`src/rtl/core/gpioirq_pkg.sv`:
```
// ----------------------------------------------------------------------------
// GPIO port package
// Shared widths, register indexes, request decode and lane/result types.
// ----------------------------------------------------------------------------
package gpioirq_pkg;

    localparam int PIN_COUNT  = 32;
    localparam int WORD_W     = 32;
    localparam int HALF_W     = 16;
    localparam int ACTION_W   = 2;
    localparam int INDEX_W    = 7;

    localparam logic [ACTION_W-1:0] ACT_READ  = 2'd0;
    localparam logic [ACTION_W-1:0] ACT_WRITE = 2'd1;
    localparam logic [ACTION_W-1:0] ACT_TICK  = 2'd2;

    localparam logic [INDEX_W-1:0] IDX_PAIR_END = 7'd14;
    localparam logic [INDEX_W-1:0] IDX_STATUS   = 7'd20;
    localparam logic [INDEX_W-1:0] IDX_RAW      = 7'd22;
    localparam logic [INDEX_W-1:0] IDX_EOI_L    = 7'd24;
    localparam logic [INDEX_W-1:0] IDX_EOI_H    = 7'd25;
    localparam logic [INDEX_W-1:0] IDX_EXT      = 7'd28;
    localparam logic [INDEX_W-1:0] IDX_VERSION  = 7'd30;

    typedef enum logic [2:0] {
        SEL_DOUT  = 3'd0,
        SEL_DIR   = 3'd1,
        SEL_IEN   = 3'd2,
        SEL_IMASK = 3'd3,
        SEL_ITYPE = 3'd4,
        SEL_IPOL  = 3'd5,
        SEL_IBOTH = 3'd6,
        SEL_NONE  = 3'd7
    } reg_sel_t;

    typedef enum logic [2:0] {
        RD_PAIR,
        RD_STATUS,
        RD_RAW,
        RD_EXT,
        RD_VERSION,
        RD_ZERO
    } read_sel_t;

    typedef struct packed {
        logic      fire;
        logic      wr;
        logic      tick;
        logic      eoi;
        logic      upper;
        reg_sel_t  sel;
        read_sel_t rsel;
    } ctrl_t;

    typedef struct packed {
        logic dout;
        logic dir;
        logic ien;
        logic imask;
        logic itype;
        logic ipol;
        logic iboth;
        logic raw;
        logic last;
    } lane_cur_t;

    typedef struct packed {
        logic dout;
        logic dir;
        logic stat;
    } lane_nxt_t;

    typedef struct packed {
        logic [WORD_W-1:0] read_data;
        logic [WORD_W-1:0] drive_levels;
        logic [WORD_W-1:0] drive_enables;
        logic              interrupt_request;
    } out_item_t;

    function automatic ctrl_t decode_req(
        input logic [ACTION_W-1:0] action,
        input logic [INDEX_W-1:0]  reg_index,
        input logic                fire
    );
        ctrl_t c;
        logic  is_pair;
        is_pair = (reg_index < IDX_PAIR_END);
        c.fire  = fire;
        c.wr    = (action == ACT_WRITE);
        c.tick  = (action == ACT_TICK);
        c.eoi   = c.wr && (reg_index == IDX_EOI_L || reg_index == IDX_EOI_H);
        c.upper = reg_index[0];
        c.sel   = is_pair ? reg_sel_t'(reg_index[3:1]) : SEL_NONE;
        c.rsel  = RD_ZERO;
        if (action == ACT_READ)
        begin
            if (is_pair)
            begin
                c.rsel = RD_PAIR;
            end
            else
            begin
                case (reg_index)
                    IDX_STATUS:  c.rsel = RD_STATUS;
                    IDX_RAW:     c.rsel = RD_RAW;
                    IDX_EXT:     c.rsel = RD_EXT;
                    IDX_VERSION: c.rsel = RD_VERSION;
                    default:     c.rsel = RD_ZERO;
                endcase
            end
        end
        return c;
    endfunction

endpackage

```
`src/rtl/core/gpioirq_ifs.sv`:
```
// ----------------------------------------------------------------------------
// GPIO port channel interfaces
// Request, result and version configuration channels with valid/ready.
// ----------------------------------------------------------------------------
interface gpioirq_req_if
    import gpioirq_pkg::*;
();
    logic                valid;
    logic                ready;
    logic [ACTION_W-1:0] action;
    logic [INDEX_W-1:0]  reg_index;
    logic [WORD_W-1:0]   write_data;
    logic [WORD_W-1:0]   pin_levels;

    modport source (output valid, output action, output reg_index,
                    output write_data, output pin_levels, input ready);
    modport sink   (input valid, input action, input reg_index,
                    input write_data, input pin_levels, output ready);
endinterface

interface gpioirq_rsp_if
    import gpioirq_pkg::*;
();
    logic              valid;
    logic              ready;
    logic [WORD_W-1:0] read_data;
    logic [WORD_W-1:0] drive_levels;
    logic [WORD_W-1:0] drive_enables;
    logic              interrupt_request;

    modport source (output valid, output read_data, output drive_levels,
                    output drive_enables, output interrupt_request, input ready);
    modport sink   (input valid, input read_data, input drive_levels,
                    input drive_enables, input interrupt_request, output ready);
endinterface

interface gpioirq_cfg_if
    import gpioirq_pkg::*;
();
    logic              valid;
    logic              ready;
    logic [WORD_W-1:0] version_id;

    modport source (output valid, output version_id, input ready);
    modport sink   (input valid, input version_id, output ready);
endinterface

```
`src/rtl/core/gpioirq_lane.sv`:
```
// ----------------------------------------------------------------------------
// GPIO pin lane
// Holds the register bits and interrupt detection state of one pin.
// ----------------------------------------------------------------------------
module gpioirq_lane
    import gpioirq_pkg::*;
(
    input  logic      clk,
    input  logic      rst_n,
    input  ctrl_t     ctrl,
    input  logic      upper,
    input  logic      we_bit,
    input  logic      dat_bit,
    input  logic      pin_bit,
    output lane_cur_t cur,
    output lane_nxt_t nxt
);

    lane_cur_t st_reg;
    lane_cur_t st_next;
    logic      wr_hit;
    logic      edge_pin;
    logic      rise;
    logic      fall;
    logic      hit;

    assign wr_hit   = ctrl.fire && ctrl.wr && (ctrl.upper == upper) && we_bit;
    assign edge_pin = st_reg.itype | st_reg.iboth;
    assign rise     = pin_bit & ~st_reg.last;
    assign fall     = ~pin_bit & st_reg.last;
    assign hit      = st_reg.iboth ? (rise | fall) : (st_reg.ipol ? rise : fall);

    always_comb
    begin
        st_next = st_reg;
        if (wr_hit)
        begin
            case (ctrl.sel)
                SEL_DOUT:  st_next.dout  = dat_bit;
                SEL_DIR:   st_next.dir   = dat_bit;
                SEL_IEN:   st_next.ien   = dat_bit;
                SEL_IMASK: st_next.imask = dat_bit;
                SEL_ITYPE: st_next.itype = dat_bit;
                SEL_IPOL:  st_next.ipol  = dat_bit;
                SEL_IBOTH: st_next.iboth = dat_bit;
                default:   ;
            endcase
            if (ctrl.eoi && dat_bit && edge_pin)
            begin
                st_next.raw = 1'b0;
            end
        end
        if (ctrl.fire && ctrl.tick)
        begin
            st_next.raw  = edge_pin ? (st_reg.raw | hit) : ~(pin_bit ^ st_reg.ipol);
            st_next.last = pin_bit;
        end
    end

    always_ff @(posedge clk or negedge rst_n)
    begin
        if (!rst_n)
        begin
            st_reg <= '0;
        end
        else
        begin
            st_reg <= st_next;
        end
    end

    assign cur      = st_reg;
    assign nxt.dout = st_next.dout;
    assign nxt.dir  = st_next.dir;
    assign nxt.stat = st_next.raw & st_next.ien & ~st_next.imask;

    // A level pin follows the pin against its polarity on every tick.
    assert property (@(posedge clk) disable iff (!rst_n)
        (ctrl.fire && ctrl.tick && !edge_pin) |=>
            (st_reg.raw == $past(~(pin_bit ^ st_reg.ipol))))
        else $error("level pin status does not follow the sampled pin");

endmodule

```
`src/rtl/core/gpioirq_merge.sv`:
```
// ----------------------------------------------------------------------------
// GPIO lane merge
// Gathers the pin lanes into words, selects read data, ORs the interrupt.
// ----------------------------------------------------------------------------
module gpioirq_merge
    import gpioirq_pkg::*;
(
    input  ctrl_t             ctrl,
    input  lane_cur_t         cur [PIN_COUNT],
    input  lane_nxt_t         nxt [PIN_COUNT],
    input  logic [WORD_W-1:0] version_id,
    output out_item_t         item
);

    logic [WORD_W-1:0] dout_w;
    logic [WORD_W-1:0] dir_w;
    logic [WORD_W-1:0] ien_w;
    logic [WORD_W-1:0] imask_w;
    logic [WORD_W-1:0] itype_w;
    logic [WORD_W-1:0] ipol_w;
    logic [WORD_W-1:0] iboth_w;
    logic [WORD_W-1:0] raw_w;
    logic [WORD_W-1:0] last_w;
    logic [WORD_W-1:0] dout_n_w;
    logic [WORD_W-1:0] dir_n_w;
    logic [WORD_W-1:0] stat_n_w;
    logic [WORD_W-1:0] pair_w;
    logic [HALF_W-1:0] half_w;

    always_comb
    begin
        dout_w   = '0;
        dir_w    = '0;
        ien_w    = '0;
        imask_w  = '0;
        itype_w  = '0;
        ipol_w   = '0;
        iboth_w  = '0;
        raw_w    = '0;
        last_w   = '0;
        dout_n_w = '0;
        dir_n_w  = '0;
        stat_n_w = '0;
        for (int p = 0; p < PIN_COUNT; p++)
        begin
            dout_w[p]   = cur[p].dout;
            dir_w[p]    = cur[p].dir;
            ien_w[p]    = cur[p].ien;
            imask_w[p]  = cur[p].imask;
            itype_w[p]  = cur[p].itype;
            ipol_w[p]   = cur[p].ipol;
            iboth_w[p]  = cur[p].iboth;
            raw_w[p]    = cur[p].raw;
            last_w[p]   = cur[p].last;
            dout_n_w[p] = nxt[p].dout;
            dir_n_w[p]  = nxt[p].dir;
            stat_n_w[p] = nxt[p].stat;
        end
    end

    always_comb
    begin
        case (ctrl.sel)
            SEL_DOUT:  pair_w = dout_w;
            SEL_DIR:   pair_w = dir_w;
            SEL_IEN:   pair_w = ien_w;
            SEL_IMASK: pair_w = imask_w;
            SEL_ITYPE: pair_w = itype_w;
            SEL_IPOL:  pair_w = ipol_w;
            SEL_IBOTH: pair_w = iboth_w;
            default:   pair_w = '0;
        endcase
        half_w = ctrl.upper ? pair_w[WORD_W-1:HALF_W] : pair_w[HALF_W-1:0];
    end

    always_comb
    begin
        case (ctrl.rsel)
            RD_PAIR:    item.read_data = {{(WORD_W-HALF_W){1'b0}}, half_w};
            RD_STATUS:  item.read_data = raw_w & ien_w & ~imask_w;
            RD_RAW:     item.read_data = raw_w;
            RD_EXT:     item.read_data = last_w;
            RD_VERSION: item.read_data = version_id;
            default:    item.read_data = '0;
        endcase
        item.drive_levels      = dout_n_w;
        item.drive_enables     = dir_n_w;
        item.interrupt_request = |stat_n_w;
    end

endmodule

```
`src/rtl/core/gpioirq_skid.sv`:
```
// ----------------------------------------------------------------------------
// GPIO result buffer
// Output register with one skid entry that takes one more result while the receiver stalls.
// ----------------------------------------------------------------------------
module gpioirq_skid
    import gpioirq_pkg::*;
(
    input  logic      clk,
    input  logic      rst_n,
    input  logic      push_valid,
    input  out_item_t push_item,
    output logic      push_ready,
    output logic      out_valid,
    input  logic      out_ready,
    output out_item_t out_item
);

    logic      out_valid_reg;
    logic      out_valid_next;
    out_item_t out_item_reg;
    out_item_t out_item_next;
    logic      skid_valid_reg;
    logic      skid_valid_next;
    out_item_t skid_item_reg;
    out_item_t skid_item_next;
    logic      push;

    assign push_ready = !skid_valid_reg;
    assign push       = push_valid && push_ready;

    always_comb
    begin
        out_valid_next  = out_valid_reg;
        out_item_next   = out_item_reg;
        skid_valid_next = skid_valid_reg;
        skid_item_next  = skid_item_reg;
        if (!out_valid_reg || out_ready)
        begin
            out_valid_next  = skid_valid_reg || push;
            out_item_next   = skid_valid_reg ? skid_item_reg : push_item;
            skid_valid_next = 1'b0;
        end
        else if (push)
        begin
            skid_valid_next = 1'b1;
            skid_item_next  = push_item;
        end
    end

    always_ff @(posedge clk or negedge rst_n)
    begin
        if (!rst_n)
        begin
            out_valid_reg  <= 1'b0;
            skid_valid_reg <= 1'b0;
        end
        else
        begin
            out_valid_reg  <= out_valid_next;
            skid_valid_reg <= skid_valid_next;
        end
    end

    always_ff @(posedge clk)
    begin
        out_item_reg  <= out_item_next;
        skid_item_reg <= skid_item_next;
    end

    assign out_valid = out_valid_reg;
    assign out_item  = out_item_reg;

    // The skid entry is only ever filled behind a held output.
    assert property (@(posedge clk) disable iff (!rst_n)
        skid_valid_reg |-> out_valid_reg)
        else $error("skid entry holds a result while the output is empty");

    assert property (@(posedge clk) disable iff (!rst_n)
        (push && out_valid_reg && !out_ready) |=> skid_valid_reg)
        else $error("request taken during a stall was not kept");

    assert property (@(posedge clk) disable iff (!rst_n)
        (skid_valid_reg && out_ready) |=> (out_valid_reg && !skid_valid_reg))
        else $error("skid entry did not move to the output");

endmodule

```
`src/rtl/core/gpio_port_with_irq_detect_core.sv`:
```
// ----------------------------------------------------------------------------
// GPIO port with interrupt detection
// Thirty-two pin lanes with half-word write-masked registers and edge/level
// interrupt detection, merged into one result per request.
//
// Usage: each request on req is a register read, a register write or a pin
// sample tick, and gives exactly one result on rsp carrying the read data,
// the drive levels and enables after the request and the interrupt line.
// A request is taken when req.valid and req.ready are both high; its result
// is registered; one request is taken every cycle while rsp.ready is high.
// Every pin has its own lane, so the request cost does not depend on how
// many pins change. When the receiver holds rsp.ready low, one more request
// is taken into a skid entry and req.ready then drops until it drains.
// The version register is written through cfg, which is always ready; write
// it only while no request is in flight. Reset clears all pin registers,
// pending interrupts, the sampled pin levels and the version register.
// ----------------------------------------------------------------------------
module gpio_port_with_irq_detect_core
    import gpioirq_pkg::*;
(
    input  logic          clk,
    input  logic          rst_n,
    gpioirq_req_if.sink   req,
    gpioirq_rsp_if.source rsp,
    gpioirq_cfg_if.sink   cfg
);

    logic [WORD_W-1:0] version_reg;
    logic [WORD_W-1:0] version_next;
    ctrl_t             ctrl;
    lane_cur_t         cur [PIN_COUNT];
    lane_nxt_t         nxt [PIN_COUNT];
    out_item_t         merged;
    out_item_t         rsp_item;

    assign cfg.ready    = 1'b1;
    assign version_next = (cfg.valid && cfg.ready) ? cfg.version_id : version_reg;

    always_ff @(posedge clk or negedge rst_n)
    begin
        if (!rst_n)
        begin
            version_reg <= '0;
        end
        else
        begin
            version_reg <= version_next;
        end
    end

    assign ctrl = decode_req(req.action, req.reg_index, req.valid && req.ready);

    for (genvar p = 0; p < PIN_COUNT; p++)
    begin : g_lane
        gpioirq_lane u_lane (
            .clk     (clk),
            .rst_n   (rst_n),
            .ctrl    (ctrl),
            .upper   (1'(p / HALF_W)),
            .we_bit  (req.write_data[HALF_W + (p % HALF_W)]),
            .dat_bit (req.write_data[p % HALF_W]),
            .pin_bit (req.pin_levels[p]),
            .cur     (cur[p]),
            .nxt     (nxt[p])
        );
    end

    gpioirq_merge u_merge (
        .ctrl       (ctrl),
        .cur        (cur),
        .nxt        (nxt),
        .version_id (version_reg),
        .item       (merged)
    );

    gpioirq_skid u_skid (
        .clk        (clk),
        .rst_n      (rst_n),
        .push_valid (req.valid),
        .push_item  (merged),
        .push_ready (req.ready),
        .out_valid  (rsp.valid),
        .out_ready  (rsp.ready),
        .out_item   (rsp_item)
    );

    assign rsp.read_data         = rsp_item.read_data;
    assign rsp.drive_levels      = rsp_item.drive_levels;
    assign rsp.drive_enables     = rsp_item.drive_enables;
    assign rsp.interrupt_request = rsp_item.interrupt_request;

endmodule
```
`src/flat_wrapper.sv`:
```
// flat-port wrapper written by rule: the top's interface ports become plain ports
module gpio_port_with_irq_detect_core_flat import gpioirq_pkg::*;
  (clk, rst_n, req_valid, req_action, req_reg_index, req_write_data, req_pin_levels, req_ready, rsp_valid, rsp_read_data, rsp_drive_levels, rsp_drive_enables, rsp_interrupt_request, rsp_ready, cfg_valid, cfg_version_id, cfg_ready);
  gpioirq_req_if req_i ();
  gpioirq_rsp_if rsp_i ();
  gpioirq_cfg_if cfg_i ();
  input  logic clk;
  input  logic rst_n;
  input wire logic [$bits(req_i.valid)-1:0] req_valid;
  input wire logic [$bits(req_i.action)-1:0] req_action;
  input wire logic [$bits(req_i.reg_index)-1:0] req_reg_index;
  input wire logic [$bits(req_i.write_data)-1:0] req_write_data;
  input wire logic [$bits(req_i.pin_levels)-1:0] req_pin_levels;
  output wire logic [$bits(req_i.ready)-1:0] req_ready;
  output wire logic [$bits(rsp_i.valid)-1:0] rsp_valid;
  output wire logic [$bits(rsp_i.read_data)-1:0] rsp_read_data;
  output wire logic [$bits(rsp_i.drive_levels)-1:0] rsp_drive_levels;
  output wire logic [$bits(rsp_i.drive_enables)-1:0] rsp_drive_enables;
  output wire logic [$bits(rsp_i.interrupt_request)-1:0] rsp_interrupt_request;
  input wire logic [$bits(rsp_i.ready)-1:0] rsp_ready;
  input wire logic [$bits(cfg_i.valid)-1:0] cfg_valid;
  input wire logic [$bits(cfg_i.version_id)-1:0] cfg_version_id;
  output wire logic [$bits(cfg_i.ready)-1:0] cfg_ready;
  assign req_i.valid = req_valid;
  assign req_i.action = req_action;
  assign req_i.reg_index = req_reg_index;
  assign req_i.write_data = req_write_data;
  assign req_i.pin_levels = req_pin_levels;
  assign req_ready = req_i.ready;
  assign rsp_valid = rsp_i.valid;
  assign rsp_read_data = rsp_i.read_data;
  assign rsp_drive_levels = rsp_i.drive_levels;
  assign rsp_drive_enables = rsp_i.drive_enables;
  assign rsp_interrupt_request = rsp_i.interrupt_request;
  assign rsp_i.ready = rsp_ready;
  assign cfg_i.valid = cfg_valid;
  assign cfg_i.version_id = cfg_version_id;
  assign cfg_ready = cfg_i.ready;
  gpio_port_with_irq_detect_core u_core (.clk(clk), .rst_n(rst_n), .req(req_i), .rsp(rsp_i), .cfg(cfg_i));
endmodule
```
`config.mk`:
```
export PLATFORM = sky130hd
export DESIGN_NAME = gpio_port_with_irq_detect_core_flat
export DESIGN_NICKNAME = d
export VERILOG_FILES = /design/src/rtl/core/gpioirq_pkg.sv /design/src/rtl/core/gpioirq_ifs.sv /design/src/rtl/core/gpioirq_lane.sv /design/src/rtl/core/gpioirq_merge.sv /design/src/rtl/core/gpioirq_skid.sv /design/src/rtl/core/gpio_port_with_irq_detect_core.sv /design/src/flat_wrapper.sv
export SDC_FILE = /design/constraint.sdc
export NUM_CORES = 1
export LEC_CHECK = 0
export ABC_AREA = 1
export BUFFER_PORTS_ARGS = -buffer_cell sky130_fd_sc_hd__buf_2
export CAP_MARGIN = 0
export CORE_UTILIZATION = 35
export DETAILED_ROUTE_END_ITERATION = 6
export RECOVER_POWER = 25
export SLEW_MARGIN = 25
export SYNTH_ARGS = -nofsm -noshare
export SYNTH_HDL_FRONTEND = slang
export SYNTH_SLANG_ARGS = --single-unit
```
`constraint.sdc`:
```
create_clock -name clk -period 13.45 [get_ports clk]
set_input_delay 0 -clock clk [delete_from_list [all_inputs] [get_ports clk]]
set_output_delay 0 -clock clk [all_outputs]
set_load 0.01 [all_outputs]
```
### Word level (Yosys, flattened, before mapping)

Cells that the tools add are included.

| word-level totals | value |
|---|---|
| bits in registers | 516 |
| latch bits | 0 |
| bits in writable memories | 0 |
| memory bits (read-only) | 0 |
| bits of input ports | 110 |
| logic and storage cells | 1326 |
| memories kept | 0 |

| cells by class | value |
|---|---|
| add/sub/neg operators | 0 |
| multipliers | 0 |
| divide/modulo/power cells | 0 |
| order comparisons | 1 |
| eq/ne operators | 18 |
| shift-type cells | 0 |
| muxes and demuxes | 426 |
| bitwise logic cells | 389 |
| reductions and logical operators | 193 |

Operators by type and width:

| kind | number |
|---|---|
| $mux W1 | 354 |
| $mux W8 | 32 |
| $pmux W32 S7 | 1 |
| $reduce_and A2 Y1 | 97 |
| $pmux W32 S5 | 1 |
| $not A1 Y1 | 130 |
| $and A1 B1 Y1 | 128 |
| $mux W97 | 1 |
| $or A1 B1 Y1 | 96 |
| $logic_and A1 B1 Y1 | 86 |
| $and A32 B32 Y32 | 2 |
| $mux W2 | 32 |
| $eq A7 B5 Y1 const B | 6 |
| $not A32 Y32 | 1 |
| $reduce_or A32 Y1 | 1 |
| $xor A1 B1 Y1 | 32 |
| $mux W16 | 1 |
| $eq A3 B2 Y1 const B | 4 |
| $eq A3 B3 Y1 const B | 4 |
| $pmux W3 S4 | 1 |
| $mux W3 | 3 |
| $lt A7 B4 Y1 const B | 1 |
| $eq A3 B1 Y1 const B | 2 |
| $logic_not A3 Y1 | 2 |
| 6 further kinds | 9 |

### Logic depth before layout (Yosys ltp)

| logic depth | value |
|---|---|
| depth in word-level cells | 12 |
| gate-level depth with buffers | 18 |
| gate-level depth less buffers | 16 |

### By module

A second synthesis with hierarchy kept.

| unflattened totals | value |
|---|---|
| cells, all modules | 4676 |
| area, all modules | 34717.0 um^2 |

By module, submodules not included:

| module | instances | cells an instance | area an instance (um^2) | sequential area each (um^2) |
|---|---|---|---|---|
| gpioirq_lane | 32 | 100 | 684.4 | 225.2 |
| gpioirq_skid | 1 | 516 | 7128.1 | 5875.6 |
| gpioirq_merge | 1 | 846 | 4272.8 | 0.0 |
| gpio_port_with_irq_detect_core | 1 | 114 | 1415.1 | 800.8 |

### Worst setup path before layout

OpenSTA, ideal clock, no wires.

| path | value |
|---|---|
| kind | reg2reg |
| from | register u_core.u_skid.out_valid_reg, in the netlist u_core.u_skid.out_valid |
| to | register u_core.u_skid.skid_item_reg[0] (netlist bit), enable pin |
| setup time | 0.553 ns |
| arrival time | 6.919 ns |
| path slack | 5.978 ns |
| stages on the path, launching flop included | 3 |
| buffers on the path | 0 |
| clock period less this slack | 7.472 ns |
| cells stage by stage | dfrtp_1 nand2_1 nor2_1 |

| between the ends | value |
|---|---|
| cells in the longest elaborated chain, start to end | 4 |

Ends and longest elaborated chain:

| element | line | RTL |
|---|---|---|
| start: declaration | gpioirq_skid.sv:18 | `logic out_valid_reg;` |
| start signal: assignment | gpioirq_skid.sv:59 | `out_valid_reg <= out_valid_next;` |
| $logic_not A1 Y1 | gpioirq_skid.sv:37 | `if (!out_valid_reg \|\| out_ready)` |
| $logic_or A1 B1 Y1 | gpioirq_skid.sv:37 |  |
| $not A1 Y1 (no line) | -- |  |
| $reduce_and A2 Y1 (no line) | -- |  |
| end signal: assignment | gpioirq_skid.sv:67 | `skid_item_reg <= skid_item_next;` |
| end: declaration | gpioirq_skid.sv:24 | `out_item_t skid_item_reg;` |

Every way passes these cells.
A chain may end at the register's enable or synchronous reset.

==> impl_metrics.json <==
{
  "outcome": "finished, violations left",
  "violations": "max-capacitance violations, max-slew violations",
  "synth_edf_count": 194,
  "yosys-top-cells-area": "dfrtp_1 (30%), edfxtp_1 (22%), nand2_1 (10%)",
  "cts_setup_buffers": 0,
  "seq_area_mm2": 0.01389,
  "antenna_found_initial": 5,
  "drc": 0,
  "ys.warnings.count": 0,
  "drive_gt1_frac": 0.09710,
  "final_core_util": 0.4192,
  "hold_viol": 0,
  "gp_congestion": 0.9194,
  "cts_root_buf": "clkbuf_16",
  "first_global_vias": 22450,
  "largest_reg_flops": 288,
  "syn_avg_cell_area_um2": 8.588,
  "ys_ff_latch": 516,
  "cp_num_buf_inv": 2,
  "yosys.area.top_type_share": 0.3037,
  "cp.required_ns": 12.61,
  "initial_core_util": 0.3552,
  "cp-start-kind": "input pin",
  "ant_nets": 0,
  "finalCritPeriodShare": 0.4425,
  "tritoncts": "yes",
  "setup_tns_ns": 0,
  "synth_cell_types": 48,
  "clockBufferDepth": 3,
  "crit_chain": "dlygate4sd3_1 > clkbuf_1",
  "hold_class": "input pin to register",
  "path_class": "input pin to async pin",
  "slowest_delay_ns": 4.41,
  "nets": 3533,
  "multi_input_area_mm2": 0.01057,
  "num-fill-cells": 7516,
  "synth_fa_ha_area_frac": 0.03018,
  "syn_nets": 3264,
  "path_max_fanout": 107,
  "synth_top_family_by_area": "simple AND/OR/NAND/NOR gates",
  "drt_iter0_markers": 2501,
  "clk_pin_slew_ns": 0.06,
  "muxShareOfSynthArea": 0.01358,
  "grtUsageTotal": 0.2418,
  "arrival_ns": 5.11,
  "peakVddDrop_v": 0.00009722,
  "synth_ff_type": "dfrtp_1",
  "setup_violations": 0,
  "p_per_area_mw_per_mm2": 123.3,
  "fin_skew_ns": 0.02519,
  "async_reset_ff_frac": 0.6240,
  "cap_violations": 1,
  "place_hpwl_um": 65340,
  "numClockSinks": 516,
  "dieArea_mm2": 0.07692,
  "cts_made_buffers": 58,
  "grt_overflow": 0,
  "synthSimpleGateAreaFrac": 0.1980,
  "drt_wl_total_um": 94830,
  "vias": 23420,
  "insertion_delay_ns": 0.64,
  "slew_headroom": -3.275,
  "tightest_slew_ns": 6.413,
  "power.leakage_nw": 13.85,
  "grt_max_degree": 150,
  "io_buffers": 208,
  "num_rows": 100,
  "synth-compound-area-share": 0.1549,
  "min_period_ns": 5.952,
  "grt_setup_unrepaired": "false",
  "critPathTopFamily": "buffers and inverters",
  "io_pins": 210,
  "core_region_area_mm2": 0.07470,
  "synthXorXnorAreaFrac": 0,
  "slew_violations": 108,
  "ys_seq_area_frac": 0.5232,
  "crit_path_end_kind": "async pin",
  "syn_to_final_growth_pct": 18.02,
  "h-tree-depth": 2,
  "die_x_um": 277.3,
  "fmax_ghz": 0.1680,
  "syn_area_mm2": 0.02654,
  "synthCells": 3090,
  "synth_top_area_cell": "dfrtp_1",
  "wl_per_cell_um": 21.64,
  "crit_path_top_delay_cell": "clkbuf_1",
  "grt_pass1_wl_um": 140500,
  "viasPerCell": 5.344,
  "die_h_um": 277.3,
  "first_pass_iters": 5
}
## per-stage QoR
stage / total power [mW] / std cells / hold WS (ns) / instance area, um^2 / worst slack [ns]
finish: 3.860 / 4382 / 0.04658 / 31320 / 7.498
global route: 4.009 / 4379 / 0.04897 / 31310 / 6.378
CTS: 3.901 / 4378 / 0.0003457 / 31450 / 9.269
detailed placement: 2.247 / 4150 / 0.1439 / 28350 / 9.408
global placement: 2.244 / 4150 / 0.1419 / 28350 / 9.436
floorplan: 2.058 / 3090 / -0.2956 / 26540 / 5.978
## kinds of logic (layout without fill, tap and decap cells)
logic type / count (synthesis) / after routing
other: 1 / 5
AO/OA/AOI/OAI: 721 / 721
buffers and inverters: 518 / 837
flip-flops: 516 / 516
adder cells (fa/ha/maj): 64 / 64
AND/OR/NAND/NOR: 1238 / 1238
multiplexers: 32 / 32
## where the power goes
group	total, mW	internal (mW)	switching [mW]
Combinational	0.416	0.134	0.282
Sequential	1.82	1.74	0.0755
Clock	1.62	0.938	0.686
## what timing repair did
item / 4_1_cts / 5_1_grt
hold endpoints to repair: 468 / 0
hold buffers: 118 / 0
resized for setup: 0 / 0
## metal layers
| layer | wire length, um | vias to the layer above | GRT usage |
|---|---|---|---|
| li1 | - | 10940 | - |
| met1 | 38120 | 11300 | 0.3036 |
| met2 | 45880 | 962 | 0.4063 |
| met3 | 5515 | 206 | 0.03041 |
| met4 | 5298 | 4 | 0.1274 |
| met5 | 23 | - | 0 |
## path summary, 6_finish.rpt
path / startpoint / to / slack (ns) / depth (start not counted)
max: rst_n / u_core.version_reg[16]$_DFFE_PN0P_ / 7.50 / 2
min: req_action[0] / u_core.g_lane[6].u_lane.cur[0]$_DFFE_PN0P_ / 0.05 / 5
max reg2reg: u_core.u_skid.skid_valid_reg$_DFFE_PN0P_ / u_core.u_skid.out_item[0]$_DFFE_PN_ / 9.17 / 15
max in group clk: u_core.u_skid.skid_valid_reg$_DFFE_PN0P_ / u_core.u_skid.out_item[0]$_DFFE_PN_ / 9.17 / 15
min in group asynchronous: rst_n / u_core.g_lane[12].u_lane.cur[6]$_DFF_PN0_ / 2.32 / 2
min reg2reg: u_core.version_reg[26]$_DFFE_PN0P_ / u_core.version_reg[26]$_DFFE_PN0P_ / 0.51 / 1
## cell usage after synthesis, types with 14 or more instances
| master | instances |
|---|---|
| dfrtp_1 | 322 |
| ha_1 | 64 |
| nand4_1 | 52 |
| clkinv_1 | 15 |
| nor2_1 | 289 |
| nor2_2 | 14 |
| nor3_1 | 24 |
| o22ai_1 | 27 |
| clkbuf_1 | 44 |
| o21ai_0 | 217 |
| buf_4 | 21 |
| nand3_1 | 111 |
| o211ai_1 | 34 |
| edfxtp_1 | 194 |
| buf_1 | 21 |
| buf_2 | 56 |
| mux2_2 | 32 |
| a31oi_1 | 126 |
| a21oi_1 | 236 |
| inv_1 | 345 |
| nand2_1 | 714 |
| a22oi_1 | 51 |
## cell type report
class / instances / area share
Inverter: 372 / 0.04467
Tap cell: 969 / 0.03871
Sequential cell: 516 / 0.4434
Timing Repair Buffer: 355 / 0.07435
Clock inverter: 22 / 0.007551
Multi-Input combinational cell: 2056 / 0.3374
Antenna cell: 4 / 0.0003196
Clock buffer: 88 / 0.05354
## layout by cell type, fill, tap and decap left out, types with 7 or more instances in the layout
cell,netlist,layout
nor2_4,12,14
o211ai_1,34,34
buf_4,21,28
nor2_2,14,14
clkinv_2,0,11
o22ai_1,27,27
clkinv_1,15,16
buf_2,56,109
clkbuf_1,44,120
edfxtp_1,194,194
o21ai_1,9,9
nand3_1,111,111
nor2_1,289,287
dlygate4sd3_1,0,118
mux2_2,32,32
clkbuf_16,0,60
a22oi_1,51,51
nand2_1,714,713
a31oi_1,126,126
inv_1,345,344
a21oi_1,236,236
clkbuf_8,0,7
nor3_1,24,23
dfrtp_1,322,321
inv_2,12,13
o21ai_0,217,217
nand4_1,52,52
ha_1,64,64
No activity file was read; power rests on OpenSTA's default activity.
